File: src/rtl/core/cpuu_pkg.sv
// shared constants and types for the processor utilization block
package cpuu_pkg;

  localparam int unsigned MAX_CPUS  = 16;
  localparam int unsigned IDX_W     = 4;
  localparam int unsigned TICK_W    = 64;
  localparam int unsigned USAGE_W   = 15;
  localparam int unsigned STATUS_W  = 2;

  // store address, wide enough for MAX_CPUS entries
  localparam int unsigned CPU_AW    = (MAX_CPUS > 1) ? $clog2(MAX_CPUS) : 1;
  localparam int unsigned IDX_EXT_W = 9;

  // 25600 = 25 << 10, the x25 is done as (x << 4) + (x << 3) + x
  localparam int unsigned SCALE_SHIFT = 10;
  localparam int unsigned ODD_W       = 5;
  localparam int unsigned UNIT_W      = TICK_W + ODD_W;

  // quotient bits and the low numerator bits fed into the divider
  localparam int unsigned QUO_W      = USAGE_W;
  localparam int unsigned REM_SHIFT  = QUO_W - SCALE_SHIFT;
  localparam int unsigned DIV_CNT_W  = $clog2(QUO_W);

  // counter terms: six busy ones first, then idle and iowait
  localparam int unsigned NUM_TERMS  = 8;
  localparam int unsigned TERM_W     = $clog2(NUM_TERMS);
  localparam int unsigned BUSY_LAST  = 5;

  localparam logic [USAGE_W-1:0]  FULL_SCALE  = USAGE_W'(25600);

  localparam logic [STATUS_W-1:0] ST_OK      = 2'd0;
  localparam logic [STATUS_W-1:0] ST_NO_TIME = 2'd1;
  localparam logic [STATUS_W-1:0] ST_CLAMP   = 2'd2;

  typedef logic [TICK_W-1:0] tick_t;

  typedef struct packed {
    logic              en;
    logic [CPU_AW-1:0] addr;
    tick_t             busy;
    tick_t             total;
  } store_wr_t;

  typedef struct packed {
    tick_t busy;
    tick_t total;
  } store_rd_t;

endpackage

File: src/rtl/core/cpuu_sample_if.sv
// input channel: processor index and eight cumulative tick counters
interface cpuu_sample_if;
  import cpuu_pkg::*;

  logic              valid;
  logic              ready;
  logic [IDX_W-1:0]  cpu_index;
  logic [TICK_W-1:0] user_ticks;
  logic [TICK_W-1:0] nice_ticks;
  logic [TICK_W-1:0] system_ticks;
  logic [TICK_W-1:0] idle_ticks;
  logic [TICK_W-1:0] iowait_ticks;
  logic [TICK_W-1:0] irq_ticks;
  logic [TICK_W-1:0] softirq_ticks;
  logic [TICK_W-1:0] steal_ticks;

  modport source (
    output valid, cpu_index, user_ticks, nice_ticks, system_ticks, idle_ticks,
           iowait_ticks, irq_ticks, softirq_ticks, steal_ticks,
    input  ready
  );

  modport sink (
    input  valid, cpu_index, user_ticks, nice_ticks, system_ticks, idle_ticks,
           iowait_ticks, irq_ticks, softirq_ticks, steal_ticks,
    output ready
  );
endinterface

File: src/rtl/core/cpuu_result_if.sv
// output channel: echoed index, usage percentage and status
interface cpuu_result_if;
  import cpuu_pkg::*;

  logic                valid;
  logic                ready;
  logic [IDX_W-1:0]    result_index;
  logic [USAGE_W-1:0]  usage_q8;
  logic [STATUS_W-1:0] status;

  modport source (
    output valid, result_index, usage_q8, status,
    input  ready
  );

  modport sink (
    input  valid, result_index, usage_q8, status,
    output ready
  );
endinterface

File: src/rtl/core/cpuu_alu.sv
// shared add / subtract unit with carry out
module cpuu_alu (
  input  logic [cpuu_pkg::UNIT_W-1:0] a,
  input  logic [cpuu_pkg::UNIT_W-1:0] b,
  input  logic                        sub,
  output logic [cpuu_pkg::UNIT_W-1:0] res,
  output logic                        carry
);
  import cpuu_pkg::*;

  logic [UNIT_W-1:0] b_op;

  // for subtract, carry set means a >= b
  assign b_op = sub ? ~b : b;
  assign {carry, res} = {1'b0, a} + {1'b0, b_op} + {{UNIT_W{1'b0}}, sub};
endmodule

File: src/rtl/core/cpuu_store.sv
// per-processor previous busy and total sums
module cpuu_store (
  input  logic                         clk,
  input  logic                         rst,
  input  cpuu_pkg::store_wr_t          wr,
  input  logic [cpuu_pkg::CPU_AW-1:0]  rd_addr,
  output cpuu_pkg::store_rd_t          rd
);
  import cpuu_pkg::*;

  tick_t prev_busy  [MAX_CPUS];
  tick_t prev_total [MAX_CPUS];

  always_ff @(posedge clk) begin
    if (rst) begin
      for (int i = 0; i < MAX_CPUS; i++) begin
        prev_busy[i]  <= '0;
        prev_total[i] <= '0;
      end
    end else if (wr.en) begin
      prev_busy[wr.addr]  <= wr.busy;
      prev_total[wr.addr] <= wr.total;
    end
  end

  assign rd.busy  = prev_busy[rd_addr];
  assign rd.total = prev_total[rd_addr];
endmodule

File: src/rtl/core/cpu_utilization_percent.sv
// top level: per-processor busy percentage from cumulative tick counters
//
// sample channel: one beat carries a processor index and eight cumulative
//   tick counters; it is taken only while the sequencer is idle
// result channel: one beat per sample with the echoed index, the busy
//   percentage in q8 (25600 is 100 percent) and a status code
// one 69-bit add / subtract unit does all arithmetic, one operation a cycle:
//   the counter sums, the busy and total deltas, a compare, the x25 scale,
//   15 restoring divide steps, and the load of the output register
// a new sample is taken the cycle after the result is loaded; a zero time
//   delta or a clamp skips the multiply and divide, and an index beyond the
//   store goes straight to the output load without touching state
// the output register holds a finished result while the receiver stalls;
//   the next sample is still taken and worked on, and only the final load
//   waits until the held beat has gone
// reset clears the per-processor busy and total sums to zero, so the first
//   sample of a processor measures from time zero; no clearing pass is needed
module cpu_utilization_percent (
  input  logic         clk,
  input  logic         rst,
  cpuu_sample_if.sink  sample,
  cpuu_result_if.source result
);
  import cpuu_pkg::*;

  typedef enum logic [3:0] {
    S_IDLE,
    S_SUM,
    S_DBUSY,
    S_DTOT,
    S_CMP,
    S_MUL1,
    S_MUL2,
    S_DIV,
    S_FINISH
  } state_t;

  state_t                           state;
  logic [IDX_W-1:0]                 idx;
  logic [NUM_TERMS-1:0][TICK_W-1:0] terms;
  logic [TERM_W-1:0]                term_cnt;
  logic [UNIT_W-1:0]                acc;
  tick_t                            busy_sum;
  tick_t                            total_sum;
  tick_t                            dbusy;
  tick_t                            dtotal;
  tick_t                            rem;
  logic [QUO_W-1:0]                 nbits;
  logic [QUO_W-1:0]                 quo;
  logic [DIV_CNT_W-1:0]             div_cnt;
  logic [STATUS_W-1:0]              status_pend;

  logic                             out_valid;
  logic [IDX_W-1:0]                 out_index;
  logic [USAGE_W-1:0]               out_usage;
  logic [STATUS_W-1:0]              out_status;

  logic [UNIT_W-1:0]                alu_a;
  logic [UNIT_W-1:0]                alu_b;
  logic                             alu_sub;
  logic [UNIT_W-1:0]                alu_res;
  logic                             alu_carry;

  logic [IDX_EXT_W-1:0]             in_idx_ext;
  logic                             in_range;
  logic [IDX_EXT_W-1:0]             idx_ext;
  store_wr_t                        st_wr;
  store_rd_t                        st_rd;
  logic                             accept;

  assign accept       = sample.valid && sample.ready;
  assign sample.ready = (state == S_IDLE);

  // range check on the incoming index, store address from the held one
  assign in_idx_ext = IDX_EXT_W'(sample.cpu_index);
  assign in_range   = in_idx_ext < IDX_EXT_W'(MAX_CPUS);
  assign idx_ext    = IDX_EXT_W'(idx);

  assign st_wr.en    = (state == S_DTOT);
  assign st_wr.addr  = idx_ext[CPU_AW-1:0];
  assign st_wr.busy  = busy_sum;
  assign st_wr.total = total_sum;

  cpuu_store u_store (
    .clk     (clk),
    .rst     (rst),
    .wr      (st_wr),
    .rd_addr (idx_ext[CPU_AW-1:0]),
    .rd      (st_rd)
  );

  // operand selection for the shared unit, one operation per state
  always_comb begin
    alu_a   = '0;
    alu_b   = '0;
    alu_sub = 1'b0;
    unique case (state)
      S_SUM: begin
        alu_a = (term_cnt == '0) ? '0 : UNIT_W'(acc[TICK_W-1:0]);
        alu_b = UNIT_W'(terms[term_cnt]);
      end
      S_DBUSY: begin
        alu_a   = UNIT_W'(busy_sum);
        alu_b   = UNIT_W'(st_rd.busy);
        alu_sub = 1'b1;
      end
      S_DTOT: begin
        alu_a   = UNIT_W'(total_sum);
        alu_b   = UNIT_W'(st_rd.total);
        alu_sub = 1'b1;
      end
      // carry clear means busy delta above total delta
      S_CMP: begin
        alu_a   = UNIT_W'(dtotal);
        alu_b   = UNIT_W'(dbusy);
        alu_sub = 1'b1;
      end
      S_MUL1: begin
        alu_a = UNIT_W'({dbusy, 4'b0000});
        alu_b = UNIT_W'({dbusy, 3'b000});
      end
      S_MUL2: begin
        alu_a = acc;
        alu_b = UNIT_W'(dbusy);
      end
      // restoring step: shift in the next numerator bit, try the subtract
      S_DIV: begin
        alu_a   = UNIT_W'({rem, nbits[QUO_W-1]});
        alu_b   = UNIT_W'(dtotal);
        alu_sub = 1'b1;
      end
      S_IDLE, S_FINISH: begin
        alu_a = '0;
      end
      default: begin
        alu_a = '0;
      end
    endcase
  end

  cpuu_alu u_alu (
    .a     (alu_a),
    .b     (alu_b),
    .sub   (alu_sub),
    .res   (alu_res),
    .carry (alu_carry)
  );

  always_ff @(posedge clk) begin
    if (rst) begin
      state     <= S_IDLE;
      out_valid <= 1'b0;
    end else begin
      // in S_FINISH the load below decides the output register alone
      if (result.valid && result.ready && (state != S_FINISH)) begin
        out_valid <= 1'b0;
      end
      unique case (state)
        S_IDLE: begin
          if (accept) begin
            idx      <= sample.cpu_index;
            terms    <= {sample.iowait_ticks, sample.idle_ticks, sample.steal_ticks,
                         sample.softirq_ticks, sample.irq_ticks, sample.system_ticks,
                         sample.nice_ticks, sample.user_ticks};
            term_cnt <= '0;
            if (in_range) begin
              state <= S_SUM;
            end else begin
              quo         <= '0;
              status_pend <= ST_NO_TIME;
              state       <= S_FINISH;
            end
          end
        end
        // sums wrap modulo 2^64
        S_SUM: begin
          acc <= UNIT_W'(alu_res[TICK_W-1:0]);
          if (term_cnt == TERM_W'(BUSY_LAST)) begin
            busy_sum <= alu_res[TICK_W-1:0];
          end
          if (term_cnt == TERM_W'(NUM_TERMS - 1)) begin
            total_sum <= alu_res[TICK_W-1:0];
            state     <= S_DBUSY;
          end else begin
            term_cnt <= term_cnt + 1'b1;
          end
        end
        S_DBUSY: begin
          dbusy <= alu_res[TICK_W-1:0];
          state <= S_DTOT;
        end
        S_DTOT: begin
          dtotal <= alu_res[TICK_W-1:0];
          state  <= S_CMP;
        end
        // zero elapsed time wins over the clamp
        S_CMP: begin
          priority if (dtotal == '0) begin
            quo         <= '0;
            status_pend <= ST_NO_TIME;
            state       <= S_FINISH;
          end else if (!alu_carry) begin
            quo         <= FULL_SCALE;
            status_pend <= ST_CLAMP;
            state       <= S_FINISH;
          end else begin
            status_pend <= ST_OK;
            state       <= S_MUL1;
          end
        end
        S_MUL1: begin
          acc   <= alu_res;
          state <= S_MUL2;
        end
        // numerator is (dbusy * 25) << 10; top part starts the remainder,
        // which is below dtotal since the quotient fits in 15 bits
        S_MUL2: begin
          rem     <= alu_res[UNIT_W-1:REM_SHIFT];
          nbits   <= {alu_res[REM_SHIFT-1:0], {SCALE_SHIFT{1'b0}}};
          quo     <= '0;
          div_cnt <= '0;
          state   <= S_DIV;
        end
        S_DIV: begin
          if (alu_carry) begin
            rem <= alu_res[TICK_W-1:0];
          end else begin
            rem <= {rem[TICK_W-2:0], nbits[QUO_W-1]};
          end
          quo   <= {quo[QUO_W-2:0], alu_carry};
          nbits <= {nbits[QUO_W-2:0], 1'b0};
          if (div_cnt == DIV_CNT_W'(QUO_W - 1)) begin
            state <= S_FINISH;
          end else begin
            div_cnt <= div_cnt + 1'b1;
          end
        end
        // wait here only while a previous beat is still held
        S_FINISH: begin
          if (!out_valid || result.ready) begin
            out_valid  <= 1'b1;
            out_index  <= idx;
            out_usage  <= quo;
            out_status <= status_pend;
            state      <= S_IDLE;
          end
        end
        default: begin
          state <= S_IDLE;
        end
      endcase
    end
  end

  assign result.valid        = out_valid;
  assign result.result_index = out_index;
  assign result.usage_q8     = out_usage;
  assign result.status       = out_status;

  // divider remainder stays below the divisor
  a_rem_bound: assert property (@(posedge clk) disable iff (rst)
    state == S_DIV |-> rem < dtotal)
    else $error("divider remainder not below divisor");

  // divide never entered with zero elapsed time
  a_div_nonzero: assert property (@(posedge clk) disable iff (rst)
    state == S_MUL2 |=> state == S_DIV && dtotal != '0)
    else $error("divide started with zero divisor");

  a_clamp_full: assert property (@(posedge clk) disable iff (rst)
    result.valid && result.status == ST_CLAMP |-> result.usage_q8 == FULL_SCALE)
    else $error("clamped result not full scale");

  a_no_time_zero: assert property (@(posedge clk) disable iff (rst)
    result.valid && result.status == ST_NO_TIME |-> result.usage_q8 == '0)
    else $error("no elapsed time result not zero");

  a_usage_range: assert property (@(posedge clk) disable iff (rst)
    result.valid |-> result.usage_q8 <= FULL_SCALE)
    else $error("usage above full scale");
endmodule

File: src/flat_wrapper.sv
// flat-port wrapper written by rule: the top's interface ports become plain ports
module cpu_utilization_percent_flat import cpuu_pkg::*;
  (clk, rst, sample_valid, sample_cpu_index, sample_user_ticks, sample_nice_ticks, sample_system_ticks, sample_idle_ticks, sample_iowait_ticks, sample_irq_ticks, sample_softirq_ticks, sample_steal_ticks, sample_ready, result_valid, result_result_index, result_usage_q8, result_status, result_ready);
  cpuu_sample_if sample_i ();
  cpuu_result_if result_i ();
  input  logic clk;
  input  logic rst;
  input wire logic [$bits(sample_i.valid)-1:0] sample_valid;
  input wire logic [$bits(sample_i.cpu_index)-1:0] sample_cpu_index;
  input wire logic [$bits(sample_i.user_ticks)-1:0] sample_user_ticks;
  input wire logic [$bits(sample_i.nice_ticks)-1:0] sample_nice_ticks;
  input wire logic [$bits(sample_i.system_ticks)-1:0] sample_system_ticks;
  input wire logic [$bits(sample_i.idle_ticks)-1:0] sample_idle_ticks;
  input wire logic [$bits(sample_i.iowait_ticks)-1:0] sample_iowait_ticks;
  input wire logic [$bits(sample_i.irq_ticks)-1:0] sample_irq_ticks;
  input wire logic [$bits(sample_i.softirq_ticks)-1:0] sample_softirq_ticks;
  input wire logic [$bits(sample_i.steal_ticks)-1:0] sample_steal_ticks;
  output wire logic [$bits(sample_i.ready)-1:0] sample_ready;
  output wire logic [$bits(result_i.valid)-1:0] result_valid;
  output wire logic [$bits(result_i.result_index)-1:0] result_result_index;
  output wire logic [$bits(result_i.usage_q8)-1:0] result_usage_q8;
  output wire logic [$bits(result_i.status)-1:0] result_status;
  input wire logic [$bits(result_i.ready)-1:0] result_ready;
  assign sample_i.valid = sample_valid;
  assign sample_i.cpu_index = sample_cpu_index;
  assign sample_i.user_ticks = sample_user_ticks;
  assign sample_i.nice_ticks = sample_nice_ticks;
  assign sample_i.system_ticks = sample_system_ticks;
  assign sample_i.idle_ticks = sample_idle_ticks;
  assign sample_i.iowait_ticks = sample_iowait_ticks;
  assign sample_i.irq_ticks = sample_irq_ticks;
  assign sample_i.softirq_ticks = sample_softirq_ticks;
  assign sample_i.steal_ticks = sample_steal_ticks;
  assign sample_ready = sample_i.ready;
  assign result_valid = result_i.valid;
  assign result_result_index = result_i.result_index;
  assign result_usage_q8 = result_i.usage_q8;
  assign result_status = result_i.status;
  assign result_i.ready = result_ready;
  cpu_utilization_percent u_core (.clk(clk), .rst(rst), .sample(sample_i), .result(result_i));
endmodule
File: config.mk
export PLATFORM = sky130hd
export DESIGN_NAME = cpu_utilization_percent_flat
export DESIGN_NICKNAME = d
export VERILOG_FILES = /design/src/rtl/core/cpuu_pkg.sv /design/src/rtl/core/cpuu_sample_if.sv /design/src/rtl/core/cpuu_result_if.sv /design/src/rtl/core/cpuu_alu.sv /design/src/rtl/core/cpuu_store.sv /design/src/rtl/core/cpu_utilization_percent.sv /design/src/flat_wrapper.sv
export SDC_FILE = /design/constraint.sdc
export NUM_CORES = 2
export LEC_CHECK = 0
export BUFFER_PORTS_ARGS = -buffer_cell sky130_fd_sc_hd__buf_2
export CELL_PAD_IN_SITES_DETAIL_PLACEMENT = 0
export CELL_PAD_IN_SITES_GLOBAL_PLACEMENT = 1
export CORE_ASPECT_RATIO = 0.9
export CORE_MARGIN = 10
export CORE_UTILIZATION = 53
export DETAILED_ROUTE_END_ITERATION = 8
export PLACE_DENSITY_LB_ADDON = 0.1
export SLEW_MARGIN = 20
export SYNTH_ARGS = -nofsm -noshare
export SYNTH_HDL_FRONTEND = slang
export SYNTH_HIERARCHICAL = 1
export SYNTH_SLANG_ARGS = --single-unit
File: constraint.sdc
create_clock -name clk -period 18.49 [get_ports clk]
set_input_delay 2.7735 -clock clk [delete_from_list [all_inputs] [get_ports clk]]
set_output_delay 2.7735 -clock clk [all_outputs]
set_load 0.005 [all_outputs]
==> summary.txt <==
Critical path
  – Crit path DAT: 10.70 ns
  – Worst R2R End: u_core/quo[11]
  – Crit end category: flip-flop
  – Reg2reg path depth: 22
  – Critical Path Sink: u_core/quo[11]
  – FF-to-FF Start: u_core/idx[0]
  – Crit Path Max Fanout: 47
  – Crit start category: flip-flop
  – Crit path from: u_core/idx[0]
  – Crit path kind: flip-flop to flip-flop
  – WP data required: 19.10 ns
  – Worst reg2reg setup slack: 8.40 ns

Global routing
  – Antenna violations before repair: 42
  – Total GRT Usage: 0.3052
  – Vias in the first global route: 79647
  – Largest net degree at the start of global routing: roughly 180
  – First-pass GRT wire length: 607100 um
  – GR Overflow Total: 0

Timing
  – Final Hold Fails: 0
  – RSZ-0062 raised after global routing: false
  – Final setup skew: 0.06062 ns
  – Max Freq: 0.09913 GHz
  – Hold Slack: 0.4243 ns
  – Pins Over Slew Limit: 0
  – Slew HR: 0.1663
  – Setup TNS: 0 ns
  – Worst-Margin Slew: 1.216 ns
  – Post-layout minimum cycle time: 10.09 ns
  – Final setup fails: 0
  – Fin crit share: 0.5456

Placed design
  – Placed insts: 11709
  – DPL Wire Length: 250400 um
  – IO Port Bufs: between 500 and 600
  – Placed inst area: 0.1407 mm^2
  – Final Wtd Congestion: 0.9360

Floorplanning
  – Die span in x: 552.2 um
  – Initial core utilization: 0.5338
  – DIE AREA: around 0.28 mm^2
  – Top-level port count: 543
  – Row count: 175
  – Die Span Y: 499.0 um
  – Placeable Area: around 0.25 mm^2

Route
  – Post-Route WL: approximately 430000 um
  – Post-DR wirelength/cell: 35.22 um
  – Drt first pass iters: 8
  – Vias per inst: 6.508
  – Routed vias: roughly 80000
  – 1st-iter DRT viols: 11801
  – Detailed-route DRC error count: 0
  – Final ANT Viol Nets: 0

Clock network
  – CTS tree: built
  – Clock Pin Slew Worst Setup and Hold Paths: 0.06 ns
  – CTS buffer count: ~320
  – Setup Fix Bufs, Post-CTS: 0
  – CTS resizes: 0
  – H-tree depth: 5
  – Max clock buf depth: 4
  – Clock root buffer master: clkbuf_16
  – Clock Latency Late Sink: 0.89 ns
  – Hold_buf cts: 0
  – Clock sink total: 3008

Logic synthesis
  – Area leader, netlist: edfxtp_1
  – Post-synth EDFFs: 3003
  – Yosys cell types: a little under 90
  – Dominant synthesized flop cell: edfxtp_1
  – Post-Syn Area: 0.1351 mm^2
  – Mean Syn Cell Area: 16.25 um^2
  – Gate Count Post-Synth: slightly above 8000
  – Top cell type's share of synthesized area: 0.6674
  – Sequential share of the synthesized area: 0.6681
  – Register bit total from synthesis: 3008
  – Fraction of registers with async set/reset: 0
  – Ys Warns: 6
  – Top cells by area, synth: edfxtp_1 67%, mux4_2 12%, and2_1 9.6%

Power
  – Tot Pwr: 15.61 mW
  – PwrDens: 103.5 mW/mm^2
  – Max IR drop VDD: 0.00007418 V
  – Leakage power: 54.18 nW

Layout
  – Syn-to-layout area delta: 11.55%
  – Share of layout cells above drive strength 1: 0.2177
  – Design area: 0.1507 mm^2
  – FILL cells: 19160
  – Most frequent cells in the layout: 3003 x edfxtp_1, 2063 x and2_1, 700 x mux4_2
  – Fin nets: 9259
  – Most common cell after layout, fill and taps aside: edfxtp_1
  – Cell Count, Final, Fillers Out: 12290

Flow run
  – Max-cap violations: 0

Hold path
  – Hold Crit Class: flip-flop to flip-flop

Run status
  – Outcome: finished clean
## routing by layer
metal / part of all wire / global-route usage
met1: 0.39 / 0.4306
met4: 0.040 / 0.1084
met5: 0.00015 / 0
met3: 0.10 / 0.05401
met2: 0.47 / 0.4828
## worst min-delay path by stage
stage                     startpoint                        end  slack, ns  depth (start not counted)
2_1_floorplan  u_core/status_pend[0]    u_core/result.status[0]       0.40                          0
3_3_place_gp   u_core/status_pend[0]    u_core/result.status[0]       0.41                          0
3_5_place_dp   u_core/status_pend[0]    u_core/result.status[0]       0.42                          0
4_1_cts                u_core/quo[7]  u_core/result.usage_q8[7]       0.42                          0
5_1_grt        u_core/status_pend[0]    u_core/result.status[0]       0.44                          0
6_report       u_core/status_pend[0]    u_core/result.status[0]       0.42                          0
## synth_stat cells, types with 5 or more instances
library cell  count
a21o_1           41
nor2b_1          44
o221ai_1         24
nor3_1           24
xor2_1           94
a31oi_1          13
or2_2            20
nand2_1         244
xnor2_1          40
a22oi_1         125
nor3b_1           6
or3_1             7
dfxtp_1           5
nand4_1          26
mux2i_1         221
o21ai_1          13
buf_4            31
inv_1            20
a211oi_1         41
clkbuf_1        469
a22o_1           10
nor2_1           93
o21bai_1         14
a21oi_1         149
edfxtp_1       3003
nand2b_1         15
o21a_1           15
o21ai_0         104
ha_1             74
a221oi_1          7
buf_1            32
and3_1           17
and2_1         2064
a221o_1          15
buf_2           122
nand3_1          66
o22ai_1          16
mux4_2          700
nor4_1           25
a222oi_1        108
o211ai_1         54
buf_6            43
## cell families after synthesis
| kind of cell | Yosys count | share of synthesized area |
|---|---|---|
| and+or+nand+nor | 2676 | 0.1174 |
| other | 1 | 0.00002775 |
| buffers and inverters | 722 | 0.02460 |
| DFF | 3008 | 0.6681 |
| AOI/OAI and AO/OA | 778 | 0.04104 |
| adders and majority gates | 75 | 0.007001 |
| muxes | 922 | 0.1331 |
| xor gates and xnor gates | 134 | 0.008686 |
## flip-flops by register name, indices dropped and copies added, names as in the netlist
register and flops:
u_core/u_store/prev_total 1024, u_core/result.valid 1, u_core/result.usage_q8 15, u_core/u_store/prev_busy 1024, u_core/total_sum 64, u_core/term_cnt 3, u_core/acc 69, u_core/div_cnt 4
u_core/status_pend 2, u_core/result.status 2, u_core/quo 15, u_core/terms 512, u_core/busy_sum 64, u_core/state 4, u_core/idx 4, u_core/rem 64
u_core/nbits 5, u_core/dtotal 64, u_core/result.result_index 4, u_core/dbusy 64
## metrics by stage
step           worst slack (ns)    util
3_3_place_gp              8.541  0.5558
6_report                  8.402  0.5955
5_1_grt                   7.917  0.5954
3_5_place_dp              8.420  0.5559
4_1_cts                   8.365  0.5951
2_1_floorplan             2.794       -
## power breakdown
group	internal, mW	leakage, nW	switching [mW]
clock	3.58	4.82	2.66
combinational	0.473	19.3	0.956
sequential	7.84	30.0	0.0920
total	11.9	54.2	3.71
## worst max-delay path, cell delays in order (launching register included)
cell and delay, ns:
edfxtp_1 0.37, buf_4 0.49, buf_4 0.66, buf_4 0.73, buf_4 0.86, mux4_2 0.60, mux4_2 0.50, a222oi_1 0.54
o211ai_1 0.26, xor2_1 0.21, ha_1 0.44, nand4_1 0.20, a2111o_1 0.45, nand4_1 0.25, nand4_1 0.35, a211oi_1 0.37
o22ai_1 0.21, o21ai_4 0.15, buf_4 0.45, buf_4 0.85, nor3b_1 0.31, nor4_2 0.06, buf_4 0.24
## final cells by class
type                    instances  area [um^2]  share of cell area
flip-flops and latches       3008        90280              0.5990
clock buffers                 387         8238             0.05465
diodes                         23        57.56           0.0003819
inverters                      22        90.09           0.0005977
well taps                    3363         4208             0.02792
multi-input cells            4587        41820              0.2774
repair buffers                730         4343             0.02881
clock inverters               170         1695             0.01125
Power figures use the tool's default switching activity.
